==> src/sv/pal_pkg.sv <==
// Package for the positional array list: sizes, request and status codes,
// and the command record passed from the front end to the back end. No dependencies.
`default_nettype none

package pal_pkg;

	localparam int DEPTH  = 16;
	localparam int REC_W  = 32;
	localparam int DATA_W = 32;
	localparam int POS_W  = 5;
	localparam int IDX_W  = $clog2(DEPTH);
	localparam int CNT_W  = $clog2(DEPTH + 1);
	localparam int CMP_W  = (POS_W > CNT_W) ? POS_W : CNT_W;

	// Command queue between the front end and the back end (a power of two).
	localparam int QDEPTH  = 2;
	localparam int QPTR_W  = $clog2(QDEPTH);
	localparam int QCNT_W  = $clog2(QDEPTH + 1);

	typedef enum logic [1:0] {
		KIND_READ      = 2'd0,
		KIND_OVERWRITE = 2'd1,
		KIND_INSERT    = 2'd2,
		KIND_DELETE    = 2'd3
	} kind_t;

	typedef enum logic [1:0] {
		ST_OK     = 2'd0,
		ST_FULL   = 2'd1,
		ST_BADPOS = 2'd2
	} status_t;

	typedef enum logic [2:0] {
		OP_NOP,
		OP_READ,
		OP_WRITE,
		OP_INSERT,
		OP_DELETE
	} op_t;

	typedef struct packed {
		op_t              op;
		logic [IDX_W-1:0] idx;
		logic [REC_W-1:0] value;
		logic [CNT_W-1:0] length;
		status_t          status;
	} cmd_t;

	typedef struct packed {
		logic push;
		logic full;
	} q_wr_t;

endpackage

`default_nettype wire

==> src/sv/pal_queue.sv <==
// Short command queue that decouples the front end from the back end.
// Depends on pal_pkg.
`default_nettype none

module pal_queue import pal_pkg::*; (
	input  wire logic  clk,
	input  wire logic  arst_n,
	input  wire q_wr_t wr,
	input  wire cmd_t  wr_cmd,
	output logic       full,
	output logic       rd_valid,
	output cmd_t       rd_cmd,
	input  wire logic  pop
);

	cmd_t              slots_q [QDEPTH];
	logic [QPTR_W-1:0] wr_ptr_q;
	logic [QPTR_W-1:0] rd_ptr_q;
	logic [QCNT_W-1:0] fill_q;
	logic              do_push;
	logic              do_pop;

	assign full     = fill_q == QCNT_W'(QDEPTH);
	assign rd_valid = fill_q != '0;
	assign rd_cmd   = slots_q[rd_ptr_q];
	assign do_push  = wr.push && !full;
	assign do_pop   = pop && rd_valid;

	always_ff @(posedge clk) begin
		if (do_push) slots_q[wr_ptr_q] <= wr_cmd;
	end

	always_ff @(posedge clk or negedge arst_n) begin
		if (!arst_n) begin
			wr_ptr_q <= '0;
			rd_ptr_q <= '0;
			fill_q   <= '0;
		end else begin
			if (do_push) wr_ptr_q <= wr_ptr_q + QPTR_W'(1);
			if (do_pop) rd_ptr_q <= rd_ptr_q + QPTR_W'(1);
			if (do_push && !do_pop) fill_q <= fill_q + QCNT_W'(1);
			else if (do_pop && !do_push) fill_q <= fill_q - QCNT_W'(1);
		end
	end

endmodule

`default_nettype wire

==> config.mk <==
export PLATFORM = sky130hd
export DESIGN_NAME = pal_queue
export DESIGN_NICKNAME = d
export VERILOG_FILES = /design/src/sv/pal_pkg.sv /design/src/sv/pal_queue.sv
export SDC_FILE = /design/constraint.sdc
export NUM_CORES = 1
export LEC_CHECK = 0
export BUFFER_PORTS_ARGS = -buffer_cell sky130_fd_sc_hd__clkbuf_2
export CORE_ASPECT_RATIO = 1.5
export CORE_MARGIN = 1.5
export CORE_UTILIZATION = 47
export CTS_BUF_LIST = sky130_fd_sc_hd__clkbuf_8 sky130_fd_sc_hd__clkbuf_16
export CTS_CLUSTER_SIZE = 25
export DETAILED_ROUTE_END_ITERATION = 16
export GPL_TIMING_DRIVEN = 0
export PLACE_DENSITY = 0.76
export SYNTH_ARGS = -nofsm -noshare
export SYNTH_HDL_FRONTEND = slang
export SYNTH_SLANG_ARGS = --single-unit
export TNS_END_PERCENT = 10
==> constraint.sdc <==
create_clock -name clk -period 2.75 [get_ports clk]
set_input_delay 0.4125 -clock clk [delete_from_list [all_inputs] [get_ports clk]]
set_output_delay 0.4125 -clock clk [all_outputs]
set_load 0.005 [all_outputs]
==> metrics.yaml, run 1 <==
power_and_ir_drop:
  ir_drop_uv: 656.8
  seq_power_share_pct: 44.7
  p_sw_share_pct: 26.77
  pwr-share-clk_pct: 23.0
  p_leak_nw: 1.855
  finalPower_mw: 4.700
  p_switching_mw: 1.258
  internal_power_mw: 3.442
  combPwrFrac_pct: 32.3
  p_per_area_nw_per_um2: 1023
routing:
  drtAntennaViolNets: 0
  first_pass_iters: 4
  viasPerCell: 4.744
  routed_wl_um: 5769
  drc: 0
  wl_per_cell_um: 15.22
  vias: 1798
  dr.first_iter.drc_count: 53
die:
  die_w_um: 74.89
  start_util_pct: 48.17
  io_pins: 99
  die-area_sq_um: 8300
  die_height_um: 110.8
  row_count: 39
  core_region_area_sq_um: 7564
sta:
  grt_setup_unrepaired: "false"
  slew_headroom_pct: 50.77
  drv_slew: 0
  fin_tns_setup_ns: 0
  finalSetupViolCount: 0
  fin_crit_ns: 1.889
  post-route-period-util_pct: 68.69
  tightest_slew_ns: 0.7367
  fmax_mhz: 529.4
  layout_setup_ws_ns: 0.8611
  hold_violations: 0
  skew_ns: 0.005918
place:
  hpwl_um: 4023
  place_ws_ns: 0.8201
  dpl_cell_area_sq_um: 4320
  io_buffer_count: 97
  gp_routability_congestion: 0.7062
clock_tree:
  numClockSinks: 96
  ctsLongestPathBuffers: 2
  htreeDepth: 3
  numCtsBuffers: 9
  clk_latency_ns: 0.33
  cts_tree: "built"
  post_cts_resized: 0
  hold_buffers: 1
  cts-root-buf: "clkbuf_16"
  postCtsSetupBuffers: 0
  clkTransAtPathRegs_ns: 0.06
logic_synthesis:
  synth_seq_cells: 96
  yosys.area.top_type: "edfxtp_1"
  ys.flop_type: "edfxtp_1"
  yosysWarnings: 0
  avgSynthCellArea_sq_um: 22.49
  ys_async_sr_fraction_pct: 4.167
  netlist-cell-type-count: 16
  netlist_top_cells_area: "edfxtp_1 (76%), mux2_4 (12%), mux2_2 (4.9%)"
  yosysSeqAreaShare_pct: 78.57
  yosysMostFrequentCell: "edfxtp_1"
  synth_nets: 214
  synth_top_area_share_pct: 75.82
  syn_area_sq_um: 3643
  syn_inst: 162
  synth_edf_count: 92
  yosys-top-cells-count: "edfxtp_1 (92), mux2_4 (30), mux2_2 (16)"
layout:
  stdcell_area_sq_um: 4593
  final_nets: 325
  area_growth_pct: 26.06
  drive_above_1_share_pct: 60.29
  n_antenna_cell: 0
global_routing:
  antenna_found_initial: 0
  grt-ovfl-total: 0
  first_global_vias: 1925
  grtUsageTotal_pct: 15.10
  grt_max_degree: 25
  grt_pass1_wl_um: 9011
worst_hold_path:
  hold_depth: 1
  hp-class: "primary input to flip-flop"
flow_run:
  timing.max_cap.violations: 0
worst_setup_path:
  cp-start-kind: "flip-flop"
  crit_fanout: 24
  critPathRequiredTime_ns: 2.78
  end_kind: "flip-flop"
  rr_worst_depth: 4
  critPathKind: "flip-flop to flip-flop"
  arrival_ns: 1.92
outcome:
  status: "finished, final reports clean"
[per-layer routing]
layer	GRT usage, %	wire length [um]
met5	0	0
met4	7.030	122
met3	5.455	330
met2	25.01	3147
met1	16.77	2168
[flip-flops by register name, indices dropped and copies added, names as in the netlist]
signal	count
rd_ptr_q	1
slots_q	92
fill_q	2
wr_ptr_q	1
[power by group through the flow]
stage / logic [mW] / clock network [mW] / registers [mW]
floorplan: 0.973 / 0 / 2.11
global placement: 1.46 / 0 / 2.13
detailed placement: 1.55 / 0 / 2.13
CTS: 1.56 / 1.12 / 2.11
global route: 1.65 / 1.17 / 2.13
finish: 1.52 / 1.08 / 2.10
[worst paths after layout]
kind                            startpoint        endpoint  slack (ns)
worst max register to register   fill_q[0]  slots_q[0][42]        0.86
worst min register to register   fill_q[1]       fill_q[1]        0.53
worst min-delay path            wr_cmd[17]  slots_q[0][17]        0.27
worst max-delay path             fill_q[0]  slots_q[0][42]        0.86
max in group asynchronous           arst_n        wr_ptr_q        2.19
min in group asynchronous           arst_n       fill_q[0]        0.44
[cells by family (layout without fill, tap and decap cells)]
logic type | after synthesis | count (layout) | share of synthesized area (%)
XOR/XNOR | 5 | 5 | 1.202
AND/OR/NAND/NOR | 7 | 7 | 0.9963
buffers and inverters | 7 | 122 | 1.580
adder cells (fa/ha/maj) | 1 | 1 | 0.3434
flip-flops | 96 | 96 | 78.57
multiplexers | 46 | 46 | 17.31
[cells in the final DEF (no fill, tap or decap), types with 2 or more instances in the layout]
| master | n |
|---|---|
| xnor2_1 | 3 |
| edfxtp_1 | 92 |
| clkinv_1 | 2 |
| clkbuf_2 | 97 |
| clkinv_4 | 2 |
| buf_6 | 4 |
| inv_1 | 2 |
| mux2_4 | 30 |
| mux2_2 | 16 |
| xor2_1 | 2 |
| dfrtp_1 | 4 |
| clkbuf_16 | 9 |
| buf_16 | 2 |
[through the flow]
stage / hold WS [ns] / instances / util [%]
2_1_floorplan: 0.1169 / 162 / -
3_3_place_gp: 0.2232 / 361 / 56.31
3_5_place_dp: 0.2274 / 363 / 57.12
4_1_cts: 0.2520 / 379 / 60.73
5_1_grt: 0.2507 / 379 / 60.73
6_report: 0.2679 / 379 / 60.73
[final cells by class]
class                      count  area (sq um)
timing repair buffer         100         550.5
multi-input combinational     59         732.0
tap                          102         127.6
clock inverter                 6         37.54
inverter                       2         7.507
sequential                    96          2863
buffer                         5         50.05
fill                         567          2970
clock buffer                   9         225.2
[worst max-delay path, cell delays in order, from the launching register on]
cell and delay, ns:
dfrtp_1 0.42, nand2b_1 0.17, nand2_1 0.14, nor2_4 0.59
buf_16 0.26
Note: power is estimated with default switching activity, not from simulation.
==> run 2, diff against run 1 <==
clock period = 1.6 ns   (was 2.75 ns; I/O delays follow)
==> run 2 against run 1 <==
  * The flow now finishes with violations (negative setup slack)
  * Setup slack got worse by 0.94 ns
  * Clock power is 83% higher
  * Final area rose by 1.3%
  * Register-to-register slack lost 0.91 ns
  * Critical endpoint is now rd_cmd[28]
  * Sequential power up 74%
==> metrics.yaml, run 2 (synthesized netlist as in run 1, its figures left out) <==
sta:
  skew_ns: 0.003356  # was 0.005918 ns
  finalSetupViolCount: 68  # was 0
  slew_headroom_pct: 50.89  # was 50.77%
  fmax_mhz: 594.7
  layout_setup_ws_ns: -0.08147  # was 0.8611 ns
  drv_slew: 0  # unchanged
  post-route-period-util_pct: 105.1
  hold_violations: 0  # unchanged
  fin_crit_ns: 1.681
  grt_setup_unrepaired: "true"  # was false
  tightest_slew_ns: 0.7349  # was 0.7367 ns
worst_setup_path:
  critPathMaxStageDelay_ns: 0.39  # was 0.59 ns
  critPathRequiredTime_ns: 1.36  # was 2.78 ns
  critPathKind: "flip-flop to output port"  # was flip-flop to flip-flop
  arrival_ns: 1.44  # was 1.92 ns
  crit_buf_inv: 3  # was 1
  slowest_stage: "dfrtp_1"  # was nor2_4
  path_delay_family: "buffers and inverters"  # was simple AND/OR/NAND/NOR gates
  crit_fanout: 10  # was 24
  end_kind: "output port"  # was flip-flop
  crit_chain: "buf_6 > buf_12 > mux2_4 > clkbuf_2"  # was nand2b_1 > nand2_1 > nor2_4 > buf_16
  cp-start-kind: "flip-flop"  # unchanged
routing:
  routed_wl_um: 5839  # was 5769 um
  drtAntennaViolNets: 0  # unchanged
  first_pass_iters: 4  # unchanged
  viasPerCell: 4.765  # was 4.744
  drc: 0  # unchanged
  wl_per_cell_um: 15.25  # was 15.22 um
  vias: 1825  # was 1798
  dr.first_iter.drc_count: 57  # was 53
clock_tree:
  htreeDepth: 3  # unchanged
  ctsLongestPathBuffers: 2  # unchanged
  cts_tree: "built"  # unchanged
  cts-root-buf: "clkbuf_16"  # unchanged
  clkTransAtPathRegs_ns: 0.06  # about the same
  numCtsBuffers: 9  # unchanged
  clk_latency_ns: 0.33  # about the same
  numClockSinks: 96  # unchanged
place:
  dp.cells: 361  # was 363
  hpwl_um: 3677  # was 4023 um
  gp_routability_congestion: 0.6716  # was 0.7062
  io_buffer_count: 97  # unchanged
layout:
  multi_input_area_sq_um: 773.2  # was 732.0 sq um
  area_growth_pct: 27.68  # was 26.06%
  final_util_pct: 61.51  # was 60.73%
  final_nets: 329  # was 325
  reg_top3: "slots_q: 92 flops, fill_q: 2 flops"  # unchanged
  regArea_sq_um: 2864  # was 2863 sq um
  num-fill-cells: 549  # was 567
  n_antenna_cell: 0  # unchanged
  drive_above_1_share_pct: 61.92  # was 60.29%
  layout_commonest_cell: "clkbuf_2"  # unchanged
  fin_cells: 383  # was 379
  largest_reg_flops: 92  # unchanged
  final_cell_mix: "clkbuf_2 (97), edfxtp_1 (92), mux2_4 (30), mux2_2 (16), clkbuf_16 (9)"  # unchanged
  max_flop_register: "slots_q"  # unchanged
flow_run:
  timing.max_cap.violations: 0  # unchanged
power_and_ir_drop:
  ir_drop_uv: 1274  # was 656.8 uV
  p_leak_nw: 1.889  # was 1.855 nW
  p_per_area_nw_per_um2: 1796  # was 1023 nW/um^2
die:
  die_height_um: 110.8  # unchanged
  core_region_area_sq_um: 7564  # unchanged
  die-area_sq_um: 8300  # unchanged
  io_pins: 99  # unchanged
  die_w_um: 74.89  # unchanged
  row_count: 39  # unchanged
  start_util_pct: 48.17  # unchanged
global_routing:
  grtUsageTotal_pct: 15.35  # was 15.10%
  antenna_found_initial: 0  # unchanged
  grt-ovfl-total: 0  # unchanged
  grt_max_degree: 47  # was 25
  grt_pass1_wl_um: 9039  # was 9011 um
  first_global_vias: 1918  # was 1925
worst_hold_path:
  hp-class: "primary input to flip-flop"  # unchanged
outcome:
  status: "complete, but fails checks"  # was finished, final reports clean
  violations: "negative setup slack"
[run 2: cell count changes in the layout (fill, tap and decap cells not counted), moves of 2 or more]
cell and change:
nor2_4 +2, clkinv_2 +2, clkinv_4 -2, buf_12 +3, buf_4 +4, buf_16 -2
buf_6 -3
[run 2: per-layer routing]
metal	vias up	wire length, um	global-route usage, %
li1	859	-	-
met1	899	2138	16.03
met2	57	3237	25.55
met3	10	343	5.182
met4	0	119	9.333
met5	-	0	0
[run 2: report_power, final]
part	switching (mW)	internal, mW	leakage [nW]	total, mW
registers	0.196	3.45	0.900	3.65
clock network	0.800	1.18	0.144	1.98
logic	1.21	1.52	0.846	2.73
total	2.20	6.15	1.89	8.35
[run 2: final timing paths]
path,start,end,slack (ns),cells past startpoint
max in group asynchronous,arst_n,wr_ptr_q,1.20,2
hold reg to reg,fill_q[0],fill_q[0],0.55,1
min in group asynchronous,arst_n,wr_ptr_q,0.26,2
setup reg to reg,fill_q[0],slots_q[0][27],-0.05,3
hold / removal,wr_cmd[21],slots_q[1][21],0.09,1
setup / recovery,rd_ptr_q,rd_cmd[28],-0.08,4
[run 2: metrics by stage]
| stage | hold WS [ns] | setup TNS, ns | power [mW] | setup WS, ns | cell area [sq um] |
|---|---|---|---|---|---|
| after CTS | 0.08251 | -5.837 | 8.469 | -0.1100 | 4647 |
| final | 0.09408 | -4.179 | 8.353 | -0.08147 | 4652 |
| after global routing | 0.08061 | -11.59 | 8.780 | -0.1420 | 4652 |
| after floorplan | -0.05559 | -5.376 | 5.332 | -0.1035 | 3667 |
| after global placement | 0.05414 | -37.06 | 6.198 | -0.4845 | 4280 |
| after detailed placement | 0.05913 | -37.87 | 6.252 | -0.5098 | 4280 |
[run 2: worst reg2reg max path: stages, from the launching register on]
cell and delay, ns:
dfrtp_1 0.42, nand2b_4 0.18, nand2_4 0.10, nor2_4 0.58
[run 2: what timing repair did]
item / in CTS / in global routing
gates cloned: 2 / 0
buffers inserted: 4 / 0
pin swaps: 2 / 1
gates resized for setup: 9 / 1
hold endpoints to repair: 4 / 0
setup endpoints to repair: 131 / 126
hold buffers: 1 / 0
[run 2: layout make-up]
| cell class | instances | area share (%) |
|---|---|---|
| plain buffers | 5 | 1.641 |
| clock buffers | 9 | 4.841 |
| clock inverters | 6 | 1.130 |
| inverters | 2 | 0.1614 |
| multi-input cells | 61 | 16.62 |
| flip-flops and latches | 96 | 61.57 |
| well taps | 102 | 2.743 |
| repair buffers | 102 | 11.30 |
==> run 3, diff against run 2 <==
TNS_END_PERCENT = unset   (was 10)
==> run 3 against run 2 <==
  * The run still ends with negative setup slack left
  * Setup slack got worse by 0.0082 ns
  * Hold slack got worse by 0.0014 ns
  * Register-to-register slack improved by 0.13 ns
  * Critical path depth fell by 1
  * Count of clock-buffer cells in the layout did not move
  * Final area rose by 0.46%
  * Combinational power rose by 2%
  * First-iteration DRC count rose by 12%
  * Power rose by 0.82%
  * Fmax fell by 0.48%
  * Sequential power barely moved
  * Routed wire length rose by 4.7%
  * Critical endpoint is now rd_cmd[17]
  * Largest cell class unchanged
==> metrics.yaml, run 3 (synthesized netlist as in run 1, its figures left out) <==
layout:
  fin_cells: 385  # was 383
  n_antenna_cell: 0  # unchanged
  stdcell_area_sq_um: 4673  # was 4652 sq um
  largest_reg_flops: 92  # unchanged
  final_nets: 331  # was 329
  final_util_pct: 61.79  # was 61.51%
  max_flop_register: "slots_q"  # unchanged
  final_cell_mix: "clkbuf_2 (97), edfxtp_1 (92), mux2_4 (30), mux2_2 (16), clkbuf_16 (9)"  # unchanged
  drive_above_1_share_pct: 61.84  # was 61.92%
  area_growth_pct: 28.26  # was 27.68%
  num-fill-cells: 548  # was 549
  reg_top3: "slots_q: 92 flops, fill_q: 2 flops"  # unchanged
  layout_commonest_cell: "clkbuf_2"  # unchanged
place:
  dpl_cell_area_sq_um: 4280  # unchanged
  place_ws_ns: -0.5098  # unchanged
  dp.cells: 361  # unchanged
  io_buffer_count: 97  # unchanged
  hpwl_um: 3677  # unchanged
  gp_routability_congestion: 0.6716  # unchanged
routing:
  viasPerCell: 4.808  # was 4.765
  vias: 1851  # was 1825
  routed_wl_um: 6111  # was 5839 um
  drtAntennaViolNets: 0  # unchanged
  drc: 0  # unchanged
  wl_per_cell_um: 15.87  # was 15.25 um
  dr.first_iter.drc_count: 64  # was 57
  first_pass_iters: 4  # unchanged
clock_tree:
  numClockSinks: 96  # unchanged
  cts-root-buf: "clkbuf_16"  # unchanged
  cts_tree: "built"  # unchanged
  clk_latency_ns: 0.33  # about the same
  htreeDepth: 3  # unchanged
  clkTransAtPathRegs_ns: 0.06  # about the same
  numCtsBuffers: 9  # unchanged
  ctsLongestPathBuffers: 2  # unchanged
flow_run:
  timing.max_cap.violations: 0  # unchanged
worst_setup_path:
  crit_fanout: 10  # unchanged
  slowest_stage: "mux2_2"  # was dfrtp_1
  end_kind: "output port"  # unchanged
  cp-start-kind: "flip-flop"  # unchanged
  critPathRequiredTime_ns: 1.36  # about the same
  critPathMaxStageDelay_ns: 0.38  # was 0.39 ns
  arrival_ns: 1.45  # was 1.44 ns
  critPathKind: "flip-flop to output port"  # unchanged
  crit_buf_inv: 2  # was 3
  path_delay_family: "buffers and inverters"  # unchanged
  crit_chain: "buf_2 > mux2_2 > clkbuf_2"  # was buf_6 > buf_12 > mux2_4 > clkbuf_2
sta:
  skew_ns: 0.004417  # was 0.003356 ns
  post-route-period-util_pct: 105.6  # was 105.1%
  tightest_slew_ns: 0.4968  # was 0.7349 ns
  finalSetupViolCount: 45  # was 68
  layout_setup_ws_ns: -0.08964  # was -0.08147 ns
  fin_crit_ns: 1.690  # was 1.681 ns
  grt_setup_unrepaired: "true"  # unchanged
  hold_violations: 0  # unchanged
  fmax_mhz: 591.8  # was 594.7 MHz
  drv_slew: 0  # unchanged
  slew_headroom_pct: 66.88  # was 50.89%
die:
  row_count: 39  # unchanged
  die_w_um: 74.89  # unchanged
  die_height_um: 110.8  # unchanged
  die-area_sq_um: 8300  # unchanged
  start_util_pct: 48.17  # unchanged
  io_pins: 99  # unchanged
  core_region_area_sq_um: 7564  # unchanged
power_and_ir_drop:
  ir_drop_uv: 1106  # was 1274 uV
  finalPower_mw: 8.422  # was 8.353 mW
  p_per_area_nw_per_um2: 1802  # was 1796 nW/um^2
  p_leak_nw: 1.897  # was 1.889 nW
global_routing:
  grt_pass1_wl_um: 9356  # was 9039 um
  first_global_vias: 1926  # was 1918
  grt_max_degree: 24  # was 47
  grt-ovfl-total: 0  # unchanged
  grtUsageTotal_pct: 16.01  # was 15.35%
  antenna_found_initial: 0  # unchanged
outcome:
  status: "complete, but fails checks"  # unchanged
  violations: "negative setup slack"  # unchanged
worst_hold_path:
  hp-class: "primary input to flip-flop"  # unchanged
[run 3: cell types whose count changed in the layout (fill, tap and decap cells not counted), sizes merged]
| cell | delta |
|---|---|
| nor2 | +1 |
| and3 | +1 |
[run 3: path summary, 6_finish.rpt]
check | startpoint | end | slack, ns | cells after the start
max in group asynchronous | arst_n | fill_q[0] | 1.21 | 2
min | wr_cmd[35] | slots_q[1][35] | 0.09 | 1
max reg2reg | wr_ptr_q | slots_q[1][43] | 0.08 | 1
min in group asynchronous | arst_n | fill_q[1] | 0.25 | 2
min reg2reg | fill_q[0] | fill_q[0] | 0.55 | 1
max | rd_ptr_q | rd_cmd[17] | -0.09 | 3
[run 3: what timing repair did]
| item | in CTS | in global routing |
|---|---|---|
| gates cloned | 4 | 0 |
| setup buffers | 4 | 0 |
| hold endpoints to repair | 4 | 0 |
| pin swaps | 3 | 0 |
| resized for setup | 10 | 1 |
| endpoints found under the setup margin | 131 | 57 |
| hold buffers | 1 | 0 |
[run 3: cell type report]
class / count / area, sq um / area share [%]
plain buffers: 5 / 76.32 / 1.633
clock buffers: 9 / 225.2 / 4.819
clock inverters: 6 / 52.55 / 1.124
inverters: 2 / 7.507 / 0.1606
multi-input cells: 63 / 795.8 / 17.03
flip-flops and latches: 96 / 2863 / 61.26
well taps: 102 / 127.6 / 2.731
repair buffers: 102 / 525.5 / 11.24
[run 3: through the flow]
step	setup TNS (ns)	hold slack [ns]
2_1_floorplan	-5.376	-0.05559
3_3_place_gp	-37.06	0.05414
3_5_place_dp	-37.87	0.05913
4_1_cts	-4.304	0.08251
5_1_grt	-5.821	0.08061
6_report	-3.439	0.09269
[run 3: routing by layer]
| layer | share of wire (%) | global-route usage (%) | vias to the layer above |
|---|---|---|---|
| li1 | - | - | 868 |
| met1 | 38 | 17.62 | 916 |
| met2 | 55 | 26.61 | 57 |
| met3 | 5.3 | 4.818 | 10 |
| met4 | 1.9 | 8.848 | 0 |
| met5 | 0 | 0 | - |
[run 3: power by group]
part | internal (mW) | switching [mW]
combinational | 1.54 | 1.24
sequential | 3.44 | 0.212
clock | 1.18 | 0.806
